### config.mk
export PLATFORM = sky130hd
export DESIGN_NAME = decimal_fixed_point_double_halve_add_unit_flat
export DESIGN_NICKNAME = d
export VERILOG_FILES = /design/src/sv/dfpdh_pkg.sv /design/src/sv/dfpdh_if.sv /design/src/sv/dfpdh_ram.sv /design/src/sv/dfpdh_digit_alu.sv /design/src/sv/decimal_fixed_point_double_halve_add_unit.sv /design/src/flat_wrapper.sv
export SDC_FILE = /design/constraint.sdc
export NUM_CORES = 1
export LEC_CHECK = 0
export ABC_AREA = 1
export BUFFER_PORTS_ARGS = -buffer_cell sky130_fd_sc_hd__buf_2
export CAP_MARGIN = 20
export CORE_MARGIN = 2
export CORE_UTILIZATION = 50
export CTS_CLUSTER_SIZE = 12
export DETAILED_ROUTE_END_ITERATION = 12
export PLACE_DENSITY_LB_ADDON = 0.1
export SYNTH_ARGS = -nofsm -noshare
export SYNTH_HDL_FRONTEND = slang
export SYNTH_SLANG_ARGS = --single-unit
### constraint.sdc
create_clock -name clk -period 8.8 [get_ports clk]
set_clock_uncertainty 0.1 [all_clocks]
set_input_delay 0.44 -clock clk [delete_from_list [all_inputs] [get_ports clk]]
set_output_delay 0.44 -clock clk [all_outputs]
set_load 0.005 [all_outputs]
### src/sv/dfpdh_pkg.sv
`timescale 1ns / 1ps
// ----------------------------------------------------------------------------
// dfpdh_pkg
// Shared constants, operation codes and types of the decimal fixed-point
// double / halve / add unit.
// ----------------------------------------------------------------------------
package dfpdh_pkg;

    localparam int INT_DIGITS   = 20;
    localparam int FRAC_DIGITS  = 44;
    localparam int DIGIT_STORE  = 64;
    localparam int TOTAL_DIGITS = ((INT_DIGITS + FRAC_DIGITS) > DIGIT_STORE) ?
                                  DIGIT_STORE : (INT_DIGITS + FRAC_DIGITS);
    localparam int ONE_POS      = ((INT_DIGITS - 1) < TOTAL_DIGITS) ?
                                  (INT_DIGITS - 1) : (TOTAL_DIGITS - 1);
    localparam int ADDR_W       = $clog2(DIGIT_STORE);
    localparam int CNT_W        = ADDR_W + 1;
    localparam int FUNC_W       = 3;
    localparam int DIGIT_W      = 4;

    localparam logic [FUNC_W-1:0] FUNC_CLEAR  = 3'd0;
    localparam logic [FUNC_W-1:0] FUNC_DOUBLE = 3'd1;
    localparam logic [FUNC_W-1:0] FUNC_HALVE  = 3'd2;
    localparam logic [FUNC_W-1:0] FUNC_ADD    = 3'd3;
    localparam logic [FUNC_W-1:0] FUNC_READ   = 3'd4;

    localparam logic [DIGIT_W:0] DEC_BASE = 5'd10;

    typedef logic [DIGIT_W-1:0] digit_t;
    typedef logic [ADDR_W-1:0]  addr_t;

    typedef struct packed {
        logic [FUNC_W-1:0] func;
        digit_t            pdig;
        digit_t            sdig;
        logic              cin;
    } alu_req_t;

    typedef struct packed {
        digit_t digit;
        logic   cout;
    } alu_rsp_t;

endpackage

### src/sv/dfpdh_if.sv
`timescale 1ns / 1ps
// ----------------------------------------------------------------------------
// dfpdh_if
// Request and result channels with valid / ready handshake.
// ----------------------------------------------------------------------------
interface dfpdh_cmd_if;
    logic                           valid;
    logic                           ready;
    logic [dfpdh_pkg::FUNC_W-1:0]   func;
    logic [dfpdh_pkg::ADDR_W-1:0]   digit_index;

    modport source (output valid, output func, output digit_index, input ready);
    modport sink   (input valid, input func, input digit_index, output ready);
endinterface

interface dfpdh_res_if;
    logic                           valid;
    logic                           ready;
    logic [dfpdh_pkg::DIGIT_W-1:0]  digit;
    logic                           overflow;
    logic                           inexact;

    modport source (output valid, output digit, output overflow, output inexact,
                    input ready);
    modport sink   (input valid, input digit, input overflow, input inexact,
                    output ready);
endinterface

### src/sv/dfpdh_ram.sv
`timescale 1ns / 1ps
// ----------------------------------------------------------------------------
// dfpdh_ram
// Generic single-write, single-read RAM with registered read data.
// ----------------------------------------------------------------------------
module dfpdh_ram #(
    parameter int WIDTH = 4,
    parameter int DEPTH = 64
) (
    input  logic                     clk,
    input  logic                     we,
    input  logic [$clog2(DEPTH)-1:0] waddr,
    input  logic [WIDTH-1:0]         wdata,
    input  logic [$clog2(DEPTH)-1:0] raddr,
    output logic [WIDTH-1:0]         rdata
);

    logic [WIDTH-1:0] mem [DEPTH];
    logic [WIDTH-1:0] rdata_reg;

    always_ff @(posedge clk)
    begin
        if (we)
        begin
            mem[waddr] <= wdata;
        end
        rdata_reg <= mem[raddr];
    end

    assign rdata = rdata_reg;

endmodule

### src/sv/dfpdh_digit_alu.sv
`timescale 1ns / 1ps
// ----------------------------------------------------------------------------
// dfpdh_digit_alu
// Shared one-digit BCD unit: double with carry, add with carry, halve with
// remainder passed down.
// ----------------------------------------------------------------------------
module dfpdh_digit_alu (
    input  dfpdh_pkg::alu_req_t req,
    output dfpdh_pkg::alu_rsp_t rsp
);

    logic [dfpdh_pkg::DIGIT_W:0] sum_v;
    logic [dfpdh_pkg::DIGIT_W:0] half_v;

    // remainder of the upper digit is worth ten here
    assign half_v = (req.cin ? dfpdh_pkg::DEC_BASE : '0) + {1'b0, req.pdig};

    always_comb
    begin
        if (req.func == dfpdh_pkg::FUNC_DOUBLE)
        begin
            sum_v = {req.pdig, 1'b0} + {{dfpdh_pkg::DIGIT_W{1'b0}}, req.cin};
        end
        else
        begin
            sum_v = {1'b0, req.pdig} + {1'b0, req.sdig}
                  + {{dfpdh_pkg::DIGIT_W{1'b0}}, req.cin};
        end
    end

    always_comb
    begin
        if (req.func == dfpdh_pkg::FUNC_HALVE)
        begin
            rsp.digit = half_v[dfpdh_pkg::DIGIT_W:1];
            rsp.cout  = half_v[0];
        end
        else if (sum_v >= dfpdh_pkg::DEC_BASE)
        begin
            rsp.digit = dfpdh_pkg::DIGIT_W'(sum_v - dfpdh_pkg::DEC_BASE);
            rsp.cout  = 1'b1;
        end
        else
        begin
            rsp.digit = sum_v[dfpdh_pkg::DIGIT_W-1:0];
            rsp.cout  = 1'b0;
        end
    end

endmodule

### src/sv/decimal_fixed_point_double_halve_add_unit.sv
`timescale 1ns / 1ps
// ----------------------------------------------------------------------------
// decimal_fixed_point_double_halve_add_unit
// BCD fixed-point power / sum registers with clear, double, halve, add and
// digit read.
// ----------------------------------------------------------------------------
// one request at a time: clear and unused codes go from acceptance straight to
// the done state, a digit read passes through the read state, and double,
// halve and add walk all TOTAL_DIGITS (64) digits with one shared digit unit
// through the power and sum RAMs, one digit per cycle. cmd.ready is high
// only while no request is in work. both digit stores sit in RAMs; per-digit
// valid flops make reset and clear take effect at once, so there is no
// clearing pass
module decimal_fixed_point_double_halve_add_unit (
    input  logic        clk,
    input  logic        rst_n,
    dfpdh_cmd_if.sink   cmd,
    dfpdh_res_if.source res
);

    localparam logic [1:0] S_IDLE = 2'd0;
    localparam logic [1:0] S_RUN  = 2'd1;
    localparam logic [1:0] S_READ = 2'd2;
    localparam logic [1:0] S_DONE = 2'd3;

    localparam int AW = dfpdh_pkg::ADDR_W;
    localparam int CW = dfpdh_pkg::CNT_W;
    localparam int DW = dfpdh_pkg::DIGIT_W;

    logic [1:0]                     state_reg, state_next;
    logic [dfpdh_pkg::FUNC_W-1:0]   func_reg, func_next;
    logic [CW-1:0]                  cnt_reg, cnt_next;
    logic                           carry_reg, carry_next;
    logic                           rd_pend_reg, rd_pend_next;
    dfpdh_pkg::addr_t               rd_addr_reg, rd_addr_next;
    logic                           pv_rd_reg, pv_rd_next;
    logic                           sv_rd_reg, sv_rd_next;
    logic [dfpdh_pkg::DIGIT_STORE-1:0] pvalid_reg, pvalid_next;
    logic [dfpdh_pkg::DIGIT_STORE-1:0] svalid_reg, svalid_next;
    dfpdh_pkg::digit_t              rdig_reg, rdig_next;
    logic                           rovf_reg, rovf_next;
    logic                           rinx_reg, rinx_next;
    logic                           out_valid_reg, out_valid_next;
    dfpdh_pkg::digit_t              out_digit_reg, out_digit_next;
    logic                           out_ovf_reg, out_ovf_next;
    logic                           out_inx_reg, out_inx_next;

    dfpdh_pkg::addr_t   raddr;
    dfpdh_pkg::addr_t   step_addr;
    dfpdh_pkg::digit_t  p_rdata, s_rdata;
    dfpdh_pkg::digit_t  pdig, sdig;
    logic               p_we, s_we;
    logic               issuing;
    logic               descending;
    logic               accept;
    dfpdh_pkg::alu_req_t alu_req;
    dfpdh_pkg::alu_rsp_t alu_rsp;

    assign accept     = cmd.valid && cmd.ready;
    assign cmd.ready  = (state_reg == S_IDLE);
    assign descending = (func_reg != dfpdh_pkg::FUNC_HALVE);
    assign issuing    = (cnt_reg < CW'(dfpdh_pkg::TOTAL_DIGITS));
    assign step_addr  = descending ?
                        (AW'(dfpdh_pkg::TOTAL_DIGITS - 1) - cnt_reg[AW-1:0]) :
                        cnt_reg[AW-1:0];
    assign raddr      = (state_reg == S_IDLE) ? cmd.digit_index : step_addr;

    // entries never written since clear hold the reset value
    assign pdig = pv_rd_reg ? p_rdata :
                  ((rd_addr_reg == AW'(dfpdh_pkg::ONE_POS)) ? DW'(1) : '0);
    assign sdig = sv_rd_reg ? s_rdata : '0;

    assign alu_req.func = func_reg;
    assign alu_req.pdig = pdig;
    assign alu_req.sdig = sdig;
    assign alu_req.cin  = carry_reg;

    assign p_we = (state_reg == S_RUN) && rd_pend_reg && (func_reg != dfpdh_pkg::FUNC_ADD);
    assign s_we = (state_reg == S_RUN) && rd_pend_reg && (func_reg == dfpdh_pkg::FUNC_ADD);

    dfpdh_digit_alu u_alu (
        .req (alu_req),
        .rsp (alu_rsp)
    );

    dfpdh_ram #(
        .WIDTH (DW),
        .DEPTH (dfpdh_pkg::DIGIT_STORE)
    ) u_power_ram (
        .clk   (clk),
        .we    (p_we),
        .waddr (rd_addr_reg),
        .wdata (alu_rsp.digit),
        .raddr (raddr),
        .rdata (p_rdata)
    );

    dfpdh_ram #(
        .WIDTH (DW),
        .DEPTH (dfpdh_pkg::DIGIT_STORE)
    ) u_sum_ram (
        .clk   (clk),
        .we    (s_we),
        .waddr (rd_addr_reg),
        .wdata (alu_rsp.digit),
        .raddr (raddr),
        .rdata (s_rdata)
    );

    always_comb
    begin
        state_next     = state_reg;
        func_next      = func_reg;
        cnt_next       = cnt_reg;
        carry_next     = carry_reg;
        rd_pend_next   = 1'b0;
        rd_addr_next   = raddr;
        pv_rd_next     = pvalid_reg[raddr];
        sv_rd_next     = svalid_reg[raddr];
        pvalid_next    = pvalid_reg;
        svalid_next    = svalid_reg;
        rdig_next      = rdig_reg;
        rovf_next      = rovf_reg;
        rinx_next      = rinx_reg;
        out_valid_next = out_valid_reg;
        out_digit_next = out_digit_reg;
        out_ovf_next   = out_ovf_reg;
        out_inx_next   = out_inx_reg;

        if (out_valid_reg && res.ready)
        begin
            out_valid_next = 1'b0;
        end

        if (p_we)
        begin
            pvalid_next[rd_addr_reg] = 1'b1;
        end
        if (s_we)
        begin
            svalid_next[rd_addr_reg] = 1'b1;
        end

        unique case (state_reg)
            S_IDLE:
            begin
                if (accept)
                begin
                    func_next  = cmd.func;
                    cnt_next   = '0;
                    carry_next = 1'b0;
                    rdig_next  = '0;
                    rovf_next  = 1'b0;
                    rinx_next  = 1'b0;
                    if (cmd.func == dfpdh_pkg::FUNC_DOUBLE ||
                        cmd.func == dfpdh_pkg::FUNC_HALVE ||
                        cmd.func == dfpdh_pkg::FUNC_ADD)
                    begin
                        state_next = S_RUN;
                    end
                    else if (cmd.func == dfpdh_pkg::FUNC_READ)
                    begin
                        state_next = S_READ;
                    end
                    else
                    begin
                        if (cmd.func == dfpdh_pkg::FUNC_CLEAR)
                        begin
                            pvalid_next = '0;
                            svalid_next = '0;
                        end
                        state_next = S_DONE;
                    end
                end
            end
            S_RUN:
            begin
                if (issuing)
                begin
                    cnt_next     = cnt_reg + CW'(1);
                    rd_pend_next = 1'b1;
                end
                if (rd_pend_reg)
                begin
                    carry_next = alu_rsp.cout;
                    // last digit processed: carry or remainder is the flag
                    if (!issuing)
                    begin
                        rovf_next  = descending && alu_rsp.cout;
                        rinx_next  = !descending && alu_rsp.cout;
                        state_next = S_DONE;
                    end
                end
            end
            S_READ:
            begin
                if ({1'b0, rd_addr_reg} < CW'(dfpdh_pkg::TOTAL_DIGITS))
                begin
                    rdig_next = sdig;
                end
                state_next = S_DONE;
            end
            S_DONE:
            begin
                if (!out_valid_reg || res.ready)
                begin
                    out_valid_next = 1'b1;
                    out_digit_next = rdig_reg;
                    out_ovf_next   = rovf_reg;
                    out_inx_next   = rinx_reg;
                    state_next     = S_IDLE;
                end
            end
        endcase
    end

    always_ff @(posedge clk or negedge rst_n)
    begin
        if (!rst_n)
        begin
            state_reg     <= S_IDLE;
            cnt_reg       <= '0;
            carry_reg     <= 1'b0;
            rd_pend_reg   <= 1'b0;
            pvalid_reg    <= '0;
            svalid_reg    <= '0;
            out_valid_reg <= 1'b0;
        end
        else
        begin
            state_reg     <= state_next;
            cnt_reg       <= cnt_next;
            carry_reg     <= carry_next;
            rd_pend_reg   <= rd_pend_next;
            pvalid_reg    <= pvalid_next;
            svalid_reg    <= svalid_next;
            out_valid_reg <= out_valid_next;
        end
    end

    always_ff @(posedge clk)
    begin
        func_reg      <= func_next;
        rd_addr_reg   <= rd_addr_next;
        pv_rd_reg     <= pv_rd_next;
        sv_rd_reg     <= sv_rd_next;
        rdig_reg      <= rdig_next;
        rovf_reg      <= rovf_next;
        rinx_reg      <= rinx_next;
        out_digit_reg <= out_digit_next;
        out_ovf_reg   <= out_ovf_next;
        out_inx_reg   <= out_inx_next;
    end

    assign res.valid    = out_valid_reg;
    assign res.digit    = out_digit_reg;
    assign res.overflow = out_ovf_reg;
    assign res.inexact  = out_inx_reg;

endmodule
### src/flat_wrapper.sv
// flat-port wrapper written by rule: the top's interface ports become plain ports
module decimal_fixed_point_double_halve_add_unit_flat 
  (clk, rst_n, cmd_valid, cmd_func, cmd_digit_index, cmd_ready, res_valid, res_digit, res_overflow, res_inexact, res_ready);
  dfpdh_cmd_if cmd_i ();
  dfpdh_res_if res_i ();
  input  logic clk;
  input  logic rst_n;
  input wire logic [$bits(cmd_i.valid)-1:0] cmd_valid;
  input wire logic [$bits(cmd_i.func)-1:0] cmd_func;
  input wire logic [$bits(cmd_i.digit_index)-1:0] cmd_digit_index;
  output wire logic [$bits(cmd_i.ready)-1:0] cmd_ready;
  output wire logic [$bits(res_i.valid)-1:0] res_valid;
  output wire logic [$bits(res_i.digit)-1:0] res_digit;
  output wire logic [$bits(res_i.overflow)-1:0] res_overflow;
  output wire logic [$bits(res_i.inexact)-1:0] res_inexact;
  input wire logic [$bits(res_i.ready)-1:0] res_ready;
  assign cmd_i.valid = cmd_valid;
  assign cmd_i.func = cmd_func;
  assign cmd_i.digit_index = cmd_digit_index;
  assign cmd_ready = cmd_i.ready;
  assign res_valid = res_i.valid;
  assign res_digit = res_i.digit;
  assign res_overflow = res_i.overflow;
  assign res_inexact = res_i.inexact;
  assign res_i.ready = res_ready;
  decimal_fixed_point_double_halve_add_unit u_core (.clk(clk), .rst_n(rst_n), .cmd(cmd_i), .res(res_i));
endmodule
* Yosys cells after proc, flatten, opt, wreduce, memory -nomap -nowiden *
Memories as Yosys holds them, arrays and structs flattened. A register that Yosys moved wholly into a read port is not among the register bits.
Index checks and enable logic that the tools add are counted.

storage, ports and cells
  logic and storage cells = 132
  ROM bits = 0
  bits in registers = 163
  memories = 2
  latch bits = 0
  RAM bits = 512

memory list
  name                    depth  bits a word  read ports  clocked after memory_dff  wr ports  RTL line         RTL
  u_core.u_power_ram.mem  64     4            1           1                         1         dfpdh_ram.sv:18  logic [WIDTH-1:0] mem [DEPTH];
  u_core.u_sum_ram.mem    64     4            1           1                         1         dfpdh_ram.sv:18

operators by class
  order comparisons = 5
  equality and inequality tests = 18
  div/mod/pow operators = 0
  mux-type cells = 57
  bitwise operators = 2
  $mul = 0
  add/subtract/negate cells = 7
  shifts and indexed selects = 0
  reduce and logical (&&, ||, !) cells = 24

operators with widths
  cell                                                                           count
  64-bit 2-to-1 mux                                                              12
  64-bit bitwise OR                                                              2
  1-bit 2-to-1 mux                                                               20
  4-bit 2-to-1 mux                                                               4
  5-bit 2-to-1 mux                                                               3
  6-bit by 7-bit less-than comparator with 1-bit output (second input constant)  2
  7-bit 2-to-1 mux                                                               2
  7-bit one-hot mux with 2 select lines                                          1
  1-bit binary-select mux with 6-bit select                                      2
  3-bit by 2-bit equality test with 1-bit output (second input constant)         4
  6-bit 2-to-1 mux                                                               2
  5-bit by 1-bit adder with 5-bit output                                         2
  2-bit 2-to-1 mux                                                               5
  1-bit logical AND                                                              8
  2-bit one-hot mux with 4 select lines                                          1
  4-bit one-hot mux with 2 select lines                                          1
  4-bit AND reduction                                                            2
  7-bit by 1-bit adder with 7-bit output (second input constant)                 1
  7-bit less-than comparator (second input constant)                             1
  1-bit demux with 6-bit select                                                  1
  3-bit by 1-bit equality test with 1-bit output (second input constant)         2
  6-bit by 5-bit equality test with 1-bit output (second input constant)         1
  6-bit by 1-bit >= comparator with 1-bit output (second input constant)         1
  2-bit by 1-bit != test with 1-bit output (second input constant)               3
  other kinds (18)                                                               30

* Depth between registers and ports, before layout *
  word-level depth = 13
  gate-level depth with buffers = 20

* Hierarchy *
Synthesis repeated with hierarchy kept, for this count alone.

second synthesis, totals
  cell total of the unflattened synthesis = 3053
  area, all modules = 30416.7 um^2

modules (own cells, without submodules)
  module                                     area an instance (um^2)  times used  cells an instance
  dfpdh_ram                                  10881.7                  2           948
  decimal_fixed_point_double_halve_add_unit  8191.6                   1           1080
  dfpdh_digit_alu                            461.7                    1           77

* Worst setup path after synthesis *
No wires, ideal clock.

  kind = register -> register
  from = reg u_core.rd_addr_reg[5]
  to = mem u_core.u_power_ram.mem[0][0], data pin
  required time = 7503 ps
  arrival = 6528 ps
  library setup time = 1197 ps
  cell stages (with the launch flop) = 12
  path buffers = 0
  slack = 975 ps
  cell sequence = dfxtp_1 > inv_1 > nand2_1 > nor2_1 > nand2_1 > nand2_1 > o21ai_0 > inv_1 > fa_1 > or2_2 > o21ai_0 > o21ai_0

RTL lines
  what                    RTL line                                          RTL
  start, declared         decimal_fixed_point_double_halve_add_unit.sv:35   dfpdh_pkg::addr_t rd_addr_reg, rd_addr_next;
  start signal, assigned  decimal_fixed_point_double_halve_add_unit.sv:244  rd_addr_reg <= rd_addr_next;
  end, declared           dfpdh_ram.sv:18

* Final worst setup path *
  from = reg u_core.state_reg[0]
  to = reg u_core.pv_rd_reg

on the way
  word-level cells in the longest chain between the ends = 4

ends and longest elaborated chain
  what                                       RTL line                                          RTL
  start, declared                            decimal_fixed_point_double_halve_add_unit.sv:30   logic [1:0] state_reg, state_next;
  start signal, assigned                     decimal_fixed_point_double_halve_add_unit.sv:231  state_reg <= state_next;
  2-bit zero test                            decimal_fixed_point_double_halve_add_unit.sv:66   assign raddr = (state_reg == S_IDLE) ? cmd.digit_index : step_addr;
  6-bit 2-to-1 mux                           decimal_fixed_point_double_halve_add_unit.sv:66
  1-bit binary-select mux with 6-bit select  decimal_fixed_point_double_halve_add_unit.sv:118  pv_rd_next = pvalid_reg[raddr];
  1-bit 2-to-1 mux (implied by the code)     decimal_fixed_point_double_halve_add_unit.sv:118
  via u_core.pv_rd_next                      decimal_fixed_point_double_halve_add_unit.sv:36   logic pv_rd_reg, pv_rd_next;
  end signal, assigned                       decimal_fixed_point_double_halve_add_unit.sv:245  pv_rd_reg <= pv_rd_next;
  end, declared                              decimal_fixed_point_double_halve_add_unit.sv:36

The timed path passes the listed nets, and every way through them passes these cells. The select of a mux whose other input is x is not followed.
A chain may end at the register's enable or synchronous reset.

==> reports/metrics.csv <==
stage,metric,value,unit
synthesis,Post-Synth XOR/XNOR Area,0.001384,
synthesis,"Seq/Total Area, Yosys",0.6210,
power,Final Power,15.34,mW
sta,slew margin rel.,0.2494,
routing,via count,22620,
cts,CTS tree,yes,
routing,DR pass1 iterations,7,
sta,setup violators final,0,
synthesis,Synth warnings,0,
sta,Setup TNS Final,0,ns
routing,wire per inst,20.33,um
cts,htree depth,3,
flow_run,Max-Cap Viols,0,
sta,fmax,202.1,MHz
synthesis,adder-cell area share of the yosys netlist,0.006011,
routing,routed wire length,84.26,mm
die,core area,0.06285,mm^2
cells_and_area,Nets,3263,
worst_setup_path,WP data required,9.20,ns
sta,count of pins over their slew limit,0,
global_routing,vias in the first global route,22010,
synthesis,Post-Synth Simple-Gate Area,0.2735,
cells_and_area,area taken by multi-input logic gates,0.009233,mm^2
cells_and_area,# fillers,5701,
cts,worst skew pair latency,0.62,ns
power,Net Sw Power,6.648,mW
sta,Final Hold Violating Endpoints,0,
power,LEAKAGE,14.11,nW
global_routing,first-pass GRT wire length,130.1,mm
power,Sw Share,0.4335,
hold_path,min-delay worst type,in -> reg,
power,Pint,8.690,mW
synthesis,Syn Area/Cell,9.603,um^2
global_routing,GRT Residual Overflow,0,
synthesis,Post-Syn Nets,3322,
cts,Clock Sinks,683,
worst_setup_path,CP Class,reg -> reg,
sta,RSZ-0062 raised after global routing,false,
routing,post-route ant nets,0,
placement,HPWL after DPL,47.72,mm
power,clock power share,0.196,
power,combinational power share,0.438,
routing,vias per inst,5.459,
worst_setup_path,Critical Path Sink Type,flip-flop,
power,part of the power in registers,0.366,
run_status,status,"complete, no violations",
synthesis,largest area contributor in the netlist,edfxtp_1,
routing,drc violations,0,
global_routing,largest net degree at the start of global routing,134,
die,DIE AREA,0.06531,mm^2
cells_and_area,Storage cell area,0.01965,mm^2
power,pwr/cell area,443.4,mW/mm^2
cells_and_area,Inserted Diodes,0,
cells_and_area,area grow syn2layout,9.325,%
cts,"buffers from clock root to sink, at most",3,
sta,min Tclk post-route,4.949,ns
placement,GP Congestion,0.8054,
sta,WHS,0.1342,ns
cells_and_area,Largest regs,"u_core.u_power_ram.mem x256, u_core.u_sum_ram.mem x256",
cts,clock-pin slew on the worst setup and hold paths,0.06,ns
placement,pre-CTS WS,3.937,ns
die,Rows,92,
synthesis,multiplexer share of the synthesized area,0,
worst_setup_path,crit path DAT,5.35,ns
routing,Starting DRT DRC Count,2208,
sta,final setup margin,3.851,ns
synthesis,Synth Cell Area,0.03164,mm^2
global_routing,initial antenna violation count,0,
cts,Num CTS Buffers,75,
die,Die X-Extent,255.6,um
die,Die H,255.6,um
worst_setup_path,Worst setup SP type,flip-flop,
power,peak supply drop,0.4707,mV
synthesis,Synth top area share,0.5002,
cts,CTS root buf,clkbuf_16,
placement,port buffer count,20,
sta,final period utilization,0.5624,
synthesis,Synth area leaders,"edfxtp_1 50%, dfrtp_1 11%, nand3_1 11%",
synthesis,largest family of logic cells by synthesized area,simple AND/OR/NAND/NOR gates,
synthesis,Syn Inst Count,3295,
die,initial core utilization,0.5034,
sta,Worst Tran Pin Value,1.126,ns
synthesis,post-synth cell types,36,
die,num ports,21,
synthesis,"FF+latch count, synth",683,
cells_and_area,layout cells sized above 1,0.05397,
synthesis,Synth Area in Compound Gates,0.007553,
global_routing,Total GRT Usage,0.2574,
worst_setup_path,critical-path maximum fanout,133,
cells_and_area,final core utilization,0.5504,
[worst max-delay path, cell delays in order (launching register included)]
cell	delay [ns]
dfrtp_1	0.37
inv_1	0.08
ha_1	0.26
inv_2	0.32
nand2_4	0.53
nand2_8	0.85
buf_4	0.97
nand2_1	0.17
nand3_1	0.13
nand3_1	0.15
nand3_1	0.19
nand3_1	0.18
nand3_1	0.19
nand2_1	0.09
[kinds of logic after synthesis]
group                    after synthesis
AO/OA/AOI/OAI                         42
XOR/XNOR                               5
adder cells (fa/ha/maj)               14
buffers and inverters                707
flip-flops                           683
AND/OR/NAND/NOR                     1844
[worst paths after layout]
| check | start | to | slack, ns | cells after the start |
|---|---|---|---|---|
| max in group asynchronous | rst_n | u_core.svalid_reg[21]$_DFF_PN0_ | 6.45 | 4 |
| setup reg to reg | u_core.state_reg[0]$_DFFE_PN0P_ | u_core.pv_rd_reg$_DFF_P_ | 3.85 | 13 |
| min in group asynchronous | rst_n | u_core.pvalid_reg[40]$_DFF_PN0_ | 0.21 | 2 |
| hold reg to reg | u_core.rdig_reg[3]$_SDFFCE_PN0P_ | u_core.res.digit[3]$_DFFE_PP_ | 0.33 | 0 |
| setup / recovery | u_core.state_reg[0]$_DFFE_PN0P_ | u_core.pv_rd_reg$_DFF_P_ | 3.85 | 13 |
| hold / removal | cmd_valid | u_core.cnt_reg[1]$_DFFE_PN0P_ | 0.13 | 4 |
[final cells by class]
| cell class | count | area share |
|---|---|---|
| inverters | 514 | 0.05578 |
| flip-flops and latches | 683 | 0.5680 |
| clock inverters | 23 | 0.005570 |
| clock buffers | 116 | 0.06164 |
| multi-input cells | 1905 | 0.2669 |
| repair buffers | 57 | 0.01147 |
| well taps | 846 | 0.03060 |
[cells in the final DEF (no fill, tap or decap), drive strengths merged, types with 20 or more instances in the layout]
cell    synthesis  routed
inv           513     519
dfrtp         140     140
o21ai          20      20
nand3         669     669
clkbuf         64     116
nor3           22      22
nand3b        221     221
nand2         457     457
buf           129      52
nor2          467     467
edfxtp        527     527
[power groups by stage]
stage | Clock, mW | Sequential, mW | Combinational, mW
6_report | 3.01 | 5.62 | 6.71
5_1_grt | 3.18 | 5.67 | 7.39
4_1_cts | 3.05 | 5.62 | 6.73
3_5_place_dp | 0 | 5.68 | 6.71
3_3_place_gp | 0 | 5.66 | 6.58
2_1_floorplan | 0 | 5.90 | 4.20
[stage by stage]
stage          area [um^2]  cells
2_1_floorplan        31640   3295
3_3_place_gp         32220   4000
3_5_place_dp         32220   4000
4_1_cts              34590   4144
5_1_grt              34590   4144
6_report             34590   4144
[cells in the mapped netlist (all sizes together)]
library cell and count:
nand3 669, nor4 1, fa 2, a21oi 16, nand3b 221, xor2 5, dfrtp 140, buf 129
o21bai 1, nand2 457, nor2 467, o211ai 1, a31oi 1, nor3 22, nand4 1, or2 4
inv 513, edfxtp 527, dfxtp 16, clkbuf 64, o21ai 20, nor3b 2, o21a 2, ha 12
clkinv 1, a21boi 1
[per-layer routing]
metal	routed length (um)	global-route usage	up-vias
met5	0	0	-
met4	3058	0.09568	0
met3	5045	0.03615	159
met2	39460	0.4171	735
met1	36700	0.3554	11050
li1	-	-	10680
[timing repair]
action | in CTS | in global routing
endpoints found under the setup margin | 0 | 0
hold endpoints to repair | 48 | 0
buffers inserted | 0 | 0
hold buffers | 5 | 0
resized for setup | 0 | 0
Power figures use the tool's default switching activity.
